### src/rtl/core/rts_pkg.sv
// Shared types and constants of the repeating timer scheduler.
package rts_pkg;

    localparam int ID_W  = 3;
    localparam int DL_W  = 48;
    localparam int PER_W = 32;
    localparam int CNT_W = 16;

    localparam int S_TDATA_W = 104;
    localparam int S_TUSER_W = 2;
    localparam int M_TDATA_W = 24;

    localparam int S_ID_LO  = 0;
    localparam int S_DL_LO  = S_ID_LO + ID_W;
    localparam int S_PER_LO = S_DL_LO + DL_W;
    localparam int S_CNT_LO = S_PER_LO + PER_W;
    localparam int S_FEV_LO = S_CNT_LO + CNT_W;

    localparam int M_ID_LO  = 0;
    localparam int M_CNT_LO = M_ID_LO + ID_W;

    typedef enum logic [S_TUSER_W-1:0] {
        REQ_TICK     = 2'd0,
        REQ_ONESHOT  = 2'd1,
        REQ_INTERVAL = 2'd2,
        REQ_STOP     = 2'd3
    } req_t;

    typedef struct packed {
        logic accept;
        logic run_start;
        logic run_scan;
        logic run_flush;
    } cmd_t;

    typedef struct packed {
        logic stall;
        logic scan_last;
    } sts_t;

endpackage

### src/rtl/core/rts_ctrl.sv
// Control state machine of the repeating timer scheduler.
module rts_ctrl import rts_pkg::*; (
    input  logic aclk,
    input  logic aresetn,
    input  logic s_tvalid,
    input  logic is_tick,
    input  sts_t sts,
    output logic s_tready,
    output cmd_t cmd
);

    typedef enum logic [1:0] {
        ST_IDLE,
        ST_START,
        ST_SCAN,
        ST_FLUSH
    } state_t;

    state_t state_reg;
    state_t state_next;
    logic   s_tready_reg;
    logic   s_tready_next;

    always_comb begin
        cmd.accept    = s_tvalid && s_tready_reg;
        cmd.run_start = (state_reg == ST_START);
        cmd.run_scan  = (state_reg == ST_SCAN);
        cmd.run_flush = (state_reg == ST_FLUSH);
    end

    always_comb begin
        state_next = state_reg;
        case (state_reg)
            ST_IDLE: begin
                if (cmd.accept) begin
                    state_next = is_tick ? ST_SCAN : ST_START;
                end
            end
            ST_START: begin
                if (!sts.stall) begin
                    state_next = ST_IDLE;
                end
            end
            ST_SCAN: begin
                if (!sts.stall && sts.scan_last) begin
                    state_next = ST_FLUSH;
                end
            end
            ST_FLUSH: begin
                if (!sts.stall) begin
                    state_next = ST_IDLE;
                end
            end
            default: state_next = ST_IDLE;
        endcase
        s_tready_next = (state_next == ST_IDLE);
    end

    always_ff @(posedge aclk) begin
        if (!aresetn) begin
            state_reg    <= ST_IDLE;
            s_tready_reg <= 1'b1;
        end else begin
            state_reg    <= state_next;
            s_tready_reg <= s_tready_next;
        end
    end

    assign s_tready = s_tready_reg;

endmodule

### src/rtl/core/rts_datapath.sv
// Datapath of the repeating timer scheduler: slot memory, tick counter and result register.
module rts_datapath import rts_pkg::*; #(
    parameter int NUM_TIMERS = 8,
    parameter int TIME_BITS  = 48
) (
    input  logic                 aclk,
    input  logic                 aresetn,
    input  cmd_t                 cmd,
    output sts_t                 sts,
    input  logic [S_TDATA_W-1:0] s_tdata,
    input  logic [S_TUSER_W-1:0] s_tuser,
    output logic                 m_tvalid,
    input  logic                 m_tready,
    output logic [M_TDATA_W-1:0] m_tdata,
    output logic                 m_tlast
);

    localparam int IDX_W = (NUM_TIMERS > 1) ? $clog2(NUM_TIMERS) : 1;
    localparam int CW    = (TIME_BITS > DL_W) ? TIME_BITS : DL_W;
    localparam int SW    = ((TIME_BITS > PER_W) ? TIME_BITS : PER_W) + 1;
    localparam logic [TIME_BITS-1:0] TIME_MAX = '1;

    logic [TIME_BITS-1:0] dl_mem   [NUM_TIMERS];
    logic [PER_W-1:0]     per_mem  [NUM_TIMERS];
    logic [CNT_W-1:0]     left_mem [NUM_TIMERS];
    logic                 fev_mem  [NUM_TIMERS];

    logic [TIME_BITS-1:0] dl_rd_reg;
    logic [PER_W-1:0]     per_rd_reg;
    logic [CNT_W-1:0]     left_rd_reg;
    logic                 fev_rd_reg;

    logic [TIME_BITS-1:0]  now_reg;
    logic [TIME_BITS-1:0]  now_next;
    logic [NUM_TIMERS-1:0] active_reg;
    logic [NUM_TIMERS-1:0] active_next;
    logic [IDX_W-1:0]      idx_reg;
    logic [IDX_W-1:0]      idx_next;
    logic                  pend_valid_reg;
    logic                  pend_valid_next;
    logic [IDX_W-1:0]      pend_id_reg;
    logic [IDX_W-1:0]      pend_id_next;

    req_t                  req_type_reg;
    logic [ID_W-1:0]       req_id_reg;
    logic [DL_W-1:0]       req_dl_reg;
    logic [PER_W-1:0]      req_per_reg;
    logic [CNT_W-1:0]      req_cnt_reg;
    logic                  req_fev_reg;

    logic                  out_valid_reg;
    logic [ID_W-1:0]       out_id_reg;
    logic [CNT_W-1:0]      out_cnt_reg;
    logic                  out_last_reg;
    logic                  out_free;

    logic [IDX_W-1:0]      req_idx;
    logic                  id_ok;
    logic                  os_due;
    logic [TIME_BITS-1:0]  os_dl;
    logic                  iv_ignore;
    logic                  iv_zero;
    logic                  start_fires;

    logic [TIME_BITS-1:0]  add_a;
    logic [PER_W-1:0]      add_b;
    logic [SW-1:0]         sum;
    logic [TIME_BITS-1:0]  sat_sum;

    logic                  due;
    logic [CNT_W-1:0]      left_dec;
    logic                  keep;
    logic                  scan_last;

    logic                  wr_en;
    logic [IDX_W-1:0]      wr_addr;
    logic [TIME_BITS-1:0]  wr_dl;
    logic [PER_W-1:0]      wr_per;
    logic [CNT_W-1:0]      wr_left;
    logic                  wr_fev;

    logic                  emit;
    logic [IDX_W-1:0]      emit_id;
    logic [CNT_W-1:0]      emit_cnt;
    logic                  emit_last;
    logic                  stall;

    assign out_free = !out_valid_reg || m_tready;

    assign req_idx   = IDX_W'(req_id_reg);
    assign id_ok     = 32'(req_id_reg) < 32'(NUM_TIMERS);
    assign os_due    = CW'(req_dl_reg) <= CW'(now_reg);
    assign os_dl     = (CW'(req_dl_reg) > CW'(TIME_MAX)) ? TIME_MAX : TIME_BITS'(req_dl_reg);
    assign iv_ignore = !req_fev_reg && (req_cnt_reg == '0);
    assign iv_zero   = (req_per_reg == '0);
    assign start_fires = id_ok && (((req_type_reg == REQ_ONESHOT) && os_due) ||
                                   ((req_type_reg == REQ_INTERVAL) && !iv_ignore && iv_zero));

    assign add_a   = cmd.run_scan ? dl_rd_reg : now_reg;
    assign add_b   = cmd.run_scan ? per_rd_reg : req_per_reg;
    assign sum     = SW'(add_a) + SW'(add_b);
    assign sat_sum = (sum > SW'(TIME_MAX)) ? TIME_MAX : sum[TIME_BITS-1:0];

    assign due       = active_reg[idx_reg] && (dl_rd_reg <= now_reg);
    assign left_dec  = fev_rd_reg ? left_rd_reg : (left_rd_reg - CNT_W'(1));
    assign keep      = fev_rd_reg || (left_dec != '0);
    assign scan_last = (32'(idx_reg) == 32'(NUM_TIMERS - 1));

    assign now_next = (now_reg == TIME_MAX) ? now_reg : (now_reg + TIME_BITS'(1));

    always_comb begin
        wr_en           = 1'b0;
        wr_addr         = req_idx;
        wr_dl           = dl_rd_reg;
        wr_per          = per_rd_reg;
        wr_left         = left_rd_reg;
        wr_fev          = fev_rd_reg;
        active_next     = active_reg;
        emit            = 1'b0;
        emit_id         = req_idx;
        emit_cnt        = CNT_W'(1);
        emit_last       = 1'b1;
        pend_valid_next = pend_valid_reg;
        pend_id_next    = pend_id_reg;
        idx_next        = idx_reg;
        stall           = 1'b0;

        if (cmd.run_start) begin
            stall = start_fires && !out_free;
            if (!stall && id_ok) begin
                case (req_type_reg)
                    REQ_STOP: begin
                        active_next[req_idx] = 1'b0;
                    end
                    REQ_ONESHOT: begin
                        wr_en                = 1'b1;
                        wr_per               = '0;
                        wr_left              = CNT_W'(1);
                        wr_fev               = 1'b0;
                        wr_dl                = os_due ? '0 : os_dl;
                        active_next[req_idx] = !os_due;
                        emit                 = os_due;
                    end
                    REQ_INTERVAL: begin
                        if (!iv_ignore) begin
                            wr_en  = 1'b1;
                            wr_per = req_per_reg;
                            wr_fev = req_fev_reg;
                            if (iv_zero) begin
                                wr_dl                = '0;
                                wr_left              = '0;
                                active_next[req_idx] = 1'b0;
                                emit                 = 1'b1;
                                emit_cnt             = req_fev_reg ? CNT_W'(1) : req_cnt_reg;
                            end else begin
                                wr_dl                = sat_sum;
                                wr_left              = req_cnt_reg;
                                active_next[req_idx] = 1'b1;
                            end
                        end
                    end
                    default: ;
                endcase
            end
        end

        if (cmd.run_scan) begin
            stall = due && pend_valid_reg && !out_free;
            if (!stall) begin
                idx_next = scan_last ? '0 : (idx_reg + IDX_W'(1));
                if (due) begin
                    wr_en                = 1'b1;
                    wr_addr              = idx_reg;
                    wr_left              = left_dec;
                    wr_dl                = keep ? sat_sum : dl_rd_reg;
                    active_next[idx_reg] = keep;
                    if (pend_valid_reg) begin
                        emit      = 1'b1;
                        emit_id   = pend_id_reg;
                        emit_last = 1'b0;
                    end
                    pend_valid_next = 1'b1;
                    pend_id_next    = idx_reg;
                end
            end
        end

        if (cmd.run_flush) begin
            stall = pend_valid_reg && !out_free;
            if (pend_valid_reg && !stall) begin
                emit            = 1'b1;
                emit_id         = pend_id_reg;
                pend_valid_next = 1'b0;
            end
        end
    end

    always_ff @(posedge aclk) begin
        if (wr_en) begin
            dl_mem[wr_addr]   <= wr_dl;
            per_mem[wr_addr]  <= wr_per;
            left_mem[wr_addr] <= wr_left;
            fev_mem[wr_addr]  <= wr_fev;
        end
        dl_rd_reg   <= dl_mem[idx_next];
        per_rd_reg  <= per_mem[idx_next];
        left_rd_reg <= left_mem[idx_next];
        fev_rd_reg  <= fev_mem[idx_next];
    end

    always_ff @(posedge aclk) begin
        if (cmd.accept) begin
            req_type_reg <= req_t'(s_tuser);
            req_id_reg   <= s_tdata[S_ID_LO +: ID_W];
            req_dl_reg   <= s_tdata[S_DL_LO +: DL_W];
            req_per_reg  <= s_tdata[S_PER_LO +: PER_W];
            req_cnt_reg  <= s_tdata[S_CNT_LO +: CNT_W];
            req_fev_reg  <= s_tdata[S_FEV_LO];
        end
        pend_id_reg <= pend_id_next;
        if (emit) begin
            out_id_reg   <= ID_W'(emit_id);
            out_cnt_reg  <= emit_cnt;
            out_last_reg <= emit_last;
        end
    end

    always_ff @(posedge aclk) begin
        if (!aresetn) begin
            now_reg        <= '0;
            active_reg     <= '0;
            idx_reg        <= '0;
            pend_valid_reg <= 1'b0;
            out_valid_reg  <= 1'b0;
        end else begin
            if (cmd.accept && (req_t'(s_tuser) == REQ_TICK)) begin
                now_reg <= now_next;
            end
            active_reg     <= active_next;
            idx_reg        <= idx_next;
            pend_valid_reg <= pend_valid_next;
            if (emit) begin
                out_valid_reg <= 1'b1;
            end else if (m_tready) begin
                out_valid_reg <= 1'b0;
            end
        end
    end

    assign sts.stall     = stall;
    assign sts.scan_last = scan_last;

    assign m_tvalid = out_valid_reg;
    assign m_tdata  = {{(M_TDATA_W - ID_W - CNT_W){1'b0}}, out_cnt_reg, out_id_reg};
    assign m_tlast  = out_last_reg;

endmodule

### src/rtl/core/repeating_timer_scheduler.sv
// Top level of the repeating timer scheduler.
// A start or stop transaction passes through the start state before the next is taken.
// A tick scans every slot, one slot memory read and update per cycle unless the output stalls, then a flush.
// A stalled output holds the scheduler in its current state.
// One request is in work at a time; s_tready is high only when the block is idle.
// Synchronous reset clears the tick counter, all active marks and the output valid flag.
module repeating_timer_scheduler import rts_pkg::*; #(
    parameter int NUM_TIMERS = 8,
    parameter int TIME_BITS  = 48
) (
    input  logic                 aclk,
    input  logic                 aresetn,
    input  logic                 s_tvalid,
    output logic                 s_tready,
    // timer_id, deadline_at, period, repeat_count, repeat_forever, zero pad
    input  logic [S_TDATA_W-1:0] s_tdata,
    // req_type
    input  logic [S_TUSER_W-1:0] s_tuser,
    output logic                 m_tvalid,
    input  logic                 m_tready,
    // fired_id, fire_count, zero pad
    output logic [M_TDATA_W-1:0] m_tdata,
    output logic                 m_tlast
);

    cmd_t cmd;
    sts_t sts;
    logic is_tick;

    assign is_tick = (req_t'(s_tuser) == REQ_TICK);

    rts_ctrl u_ctrl (
        .aclk     (aclk),
        .aresetn  (aresetn),
        .s_tvalid (s_tvalid),
        .is_tick  (is_tick),
        .sts      (sts),
        .s_tready (s_tready),
        .cmd      (cmd)
    );

    rts_datapath #(
        .NUM_TIMERS (NUM_TIMERS),
        .TIME_BITS  (TIME_BITS)
    ) u_datapath (
        .aclk     (aclk),
        .aresetn  (aresetn),
        .cmd      (cmd),
        .sts      (sts),
        .s_tdata  (s_tdata),
        .s_tuser  (s_tuser),
        .m_tvalid (m_tvalid),
        .m_tready (m_tready),
        .m_tdata  (m_tdata),
        .m_tlast  (m_tlast)
    );

endmodule

### config.mk
export PLATFORM = sky130hd
export DESIGN_NAME = repeating_timer_scheduler
export DESIGN_NICKNAME = d
export VERILOG_FILES = /design/src/rtl/core/rts_pkg.sv /design/src/rtl/core/rts_ctrl.sv /design/src/rtl/core/rts_datapath.sv /design/src/rtl/core/repeating_timer_scheduler.sv
export SDC_FILE = /design/constraint.sdc
export NUM_CORES = 2
export LEC_CHECK = 0
export BUFFER_PORTS_ARGS = -buffer_cell sky130_fd_sc_hd__buf_2
export CAP_MARGIN = 5
export CORE_MARGIN = 2
export CORE_UTILIZATION = 59
export CTS_CLUSTER_DIAMETER = 100
export CTS_CLUSTER_SIZE = 20
export DETAILED_ROUTE_END_ITERATION = 8
export PLACE_DENSITY_LB_ADDON = 0.3
export SLEW_MARGIN = 20
export SYNTH_ARGS = -nofsm -noshare
export SYNTH_HDL_FRONTEND = slang
export SYNTH_SLANG_ARGS = --single-unit
### constraint.sdc
create_clock -name aclk -period 17.4 [get_ports aclk]
set_input_delay 2.61 -clock aclk [delete_from_list [all_inputs] [get_ports aclk]]
set_output_delay 2.61 -clock aclk [all_outputs]
set_load 0.01 [all_outputs]
==> key figures <==
STA
  – Max-slew violations: 0
  – RSZ-0062 raised after global routing: no
  – Setup TNS: 0 ns
  – Setup violations, final: 0
  – Relative max-transition margin: 0.214
  – Final worst-path cycle share: 0.400
  – Worst clock skew: 0.0359 ns
  – Final period demand of the worst path: 6.96 ns
  – Final hold vios: 0
  – FMAX: 144 MHz
  – Worst-Margin Slew: 1.17 ns

Pwr
  – P_leak: 19.5 nW
  – Sw Share: 0.238
  – Seq pwr share: 0.599
  – Total power draw: 4.87 mW
  – PD cells: 96.1 nW/um^2
  – Psw: 1.16 mW
  – Pint: 3.71 mW
  – Peak VDD IR: 85.2 uV
  – Clock Power Share: 0.300
  – Comb power frac: 0.100

Finish
  – Final core occ: 0.641
  – Ratio of cells with drive above 1 in the final layout: 0.0797
  – Design area: 50700 sq um
  – Number of diodes: 0
  – Max reg flops: 384
  – Net count, final: 3774
  – Most frequent cells in the layout: 901 x edfxtp_1, 398 x mux2i_1, 267 x a22o_1
  – Commonest non-fill, non-tap cell in the layout: edfxtp_1
  – Biggest regs: u_datapath.dl_mem x384, u_datapath.per_mem x256, u_datapath.left_mem x128
  – P&R area growth vs syn: 7.29%
  – Most flops, register: u_datapath.dl_mem

Logic synthesis
  – FFs w/ async S/R, synth: 0
  – Main synth FF type: edfxtp_1
  – Post-synthesis mux area share: 0.0868
  – Yosys synthesis warning count: 0
  – Post-synth EDFFs: 901
  – Synth area leaders: edfxtp_1 57%, mux2i_1 8.5%, dfxtp_1 6.8%
  – Synth Area in Adders: 0.0364
  – Post-synth top area share: 0.572
  – Library cells used by synthesis: 88
  – Seq/Total Area, Yosys: 0.640
  – Area fraction in and, or, nand and nor cells after synthesis: 0.0785
  – Mapped cell area: 47300 sq um
  – Leading area contributor after synthesis: edfxtp_1
  – Synth Area in XOR/XNOR: 0.0159
  – Flops & latches, synth: 1062
  – Average cell area after synthesis: 13.6 sq um
  – Syn Inst Count: 3465
  – Largest family of logic cells by synthesized area: compound AO/OA/AOI/OAI gates
  – Post-synthesis compound-gate area fraction: 0.116

Hold path
  – Worst min path class: reg2reg

Detailed routing
  – Vias: 29336
  – DRT Wirelength: 113 mm
  – Wire per inst: 24.4 um
  – Post-DR vias/cell: 6.34
  – Iteration-0 DRC Markers: 3253
  – # DRC: 0
  – Final ANT Viol Nets: 0
  – First-pass iteration count of the detailed router: 8

Placed design
  – Dpl cell area: 48900 sq um
  – GPL Wtd Cong: 0.963
  – # port buffers: 127
  – Post-DP HPWL: 70.1 mm

Setup path
  – WP data required: 17.69 ns
  – Cell with the largest stage delay on the worst path: o31ai_1
  – Crit path cell chain: nor2b_4 -> buf_4 -> nand2_1 -> nand2_1 -> ha_1 -> inv_1 -> fa_1 -> nor2b_1 -> o211ai_1 -> a311oi_1 -> o21ai_0 -> a21oi_1 -> o211ai_1 -> a21boi_1 -> nor4_1 -> o31ai_1
  – Worst Path Buf+Inv: 2
  – CP endpoint kind: flop
  – Worst R2R Setup Slack: 10.44 ns
  – Delay-heaviest family, CP: compound AO/OA/AOI/OAI gates
  – Startpoint Class: flop
  – Crit path largest cell delay: 0.96 ns
  – Max FO, Critical Path: 43
  – Worst Path Arrival: 7.25 ns
  – Crit Path Class: reg2reg

Global routing
  – Initial antenna violation count: 1
  – GR Overflow Total: 0
  – All-Layer GR Usage: 0.271
  – Global-route wire length before repair: 169 mm
  – Vias in the first global route: 28124
  – Largest net degree at the start of global routing: 142

Floorplanning
  – Die Area: 82400 sq um
  – Die height: 287 um
  – CORE AREA: 79100 sq um
  – Initial Util: 0.597
  – I/O Pins: 137
  – Row count: 103
  – DIE WIDTH: 287 um

Clock network
  – CTS tree: built
  – Post-CTS Hold Fix Bufs: 0
  – H-tree Lvls: 2
  – Resize count post-CTS: 0
  – Deepest clock path buffer count: 3
  – Postcts setup bufs: 0
  – CTS Sinks: 1062
  – Root Driver: clkbuf_16
  – CTS buffer count: 60
  – CTS clk-pin slew, worst paths: 0.09 ns
  – Clock latency on the worst-skew pair: 0.68 ns

Status
  – Status: finished clean

Run
  – Number of max-cap violations: 0
## cell type report
type,count,area (sq um)
Clock buffer,107,1700
Clock inverter,6,98.8
Fill cell,5843,28400
Inverter,73,277
Multi-Input combinational cell,2154,16000
Sequential cell,1062,30300
Tap cell,1050,1310
Timing Repair Buffer,176,1070
## power groups by stage
stage	sequential [mW]	combinational (mW)	clock [mW]
after floorplan	2.95	0.361	0
after global placement	2.98	0.471	0
after detailed placement	2.98	0.482	0
after CTS	2.92	0.485	1.49
after global routing	2.92	0.534	1.57
final	2.92	0.489	1.46
## cell families after synthesis
logic type,count (synthesis)
buf+inv,253
other cells,1
mux,407
flops,1062
fa+ha+maj,137
compound gates,740
simple gates,779
xor+xnor,86
## worst reg2reg max path: stages, from the launching register on
cell	delay, ns
dfxtp_1	0.64
nor2b_4	0.85
buf_4	0.59
nand2_1	0.11
nand2_1	0.11
ha_1	0.18
inv_1	0.06
fa_1	0.40
nor2b_1	0.18
o211ai_1	0.13
a311oi_1	0.54
o21ai_0	0.18
a21oi_1	0.36
o211ai_1	0.37
a21boi_1	0.85
nor4_1	0.10
o31ai_1	0.96
## cells in the mapped netlist (24+ instances only)
cell type / n
xnor2_1: 63
nor2_1: 215
mux2i_1: 400
nor3_1: 34
and2_1: 66
a21oi_1: 131
nand3_1: 41
clkbuf_1: 105
a22o_1: 267
a221o_1: 39
ha_1: 136
dfxtp_1: 161
nand4_1: 41
a21o_1: 24
o21ai_0: 104
inv_1: 73
buf_2: 38
edfxtp_1: 901
nand2_1: 255
## routing by layer
metal / share of wire / GRT usage
met1: 0.42 / 0.375
met3: 0.064 / 0.0303
met5: 0 / 0
met4: 0.039 / 0.104
met2: 0.48 / 0.444
## per-stage QoR
stage	std cells	hold slack [ns]	setup WS, ns
finish	4628	0.521	10.44
global route	4628	0.557	10.24
CTS	4626	0.523	10.65
detailed placement	4513	0.510	10.04
global placement	4513	0.489	10.13
floorplan	3469	0.465	6.14
## path summary, 6_finish.rpt
kind / start / to / cells after the start
setup / recovery: u_ctrl.state_reg[1]$_SDFF_PN0_ / u_datapath.dl_mem[5][46]$_DFFE_PP_ / 16
hold / removal: u_datapath.now_reg[18]$_SDFFE_PN0P_ / u_datapath.now_reg[18]$_SDFFE_PN0P_ / 2
setup reg to reg: u_ctrl.state_reg[1]$_SDFF_PN0_ / u_datapath.dl_mem[5][46]$_DFFE_PP_ / 16
hold reg to reg: u_datapath.now_reg[18]$_SDFFE_PN0P_ / u_datapath.now_reg[18]$_SDFFE_PN0P_ / 2
No activity file was read; power rests on OpenSTA's default activity.
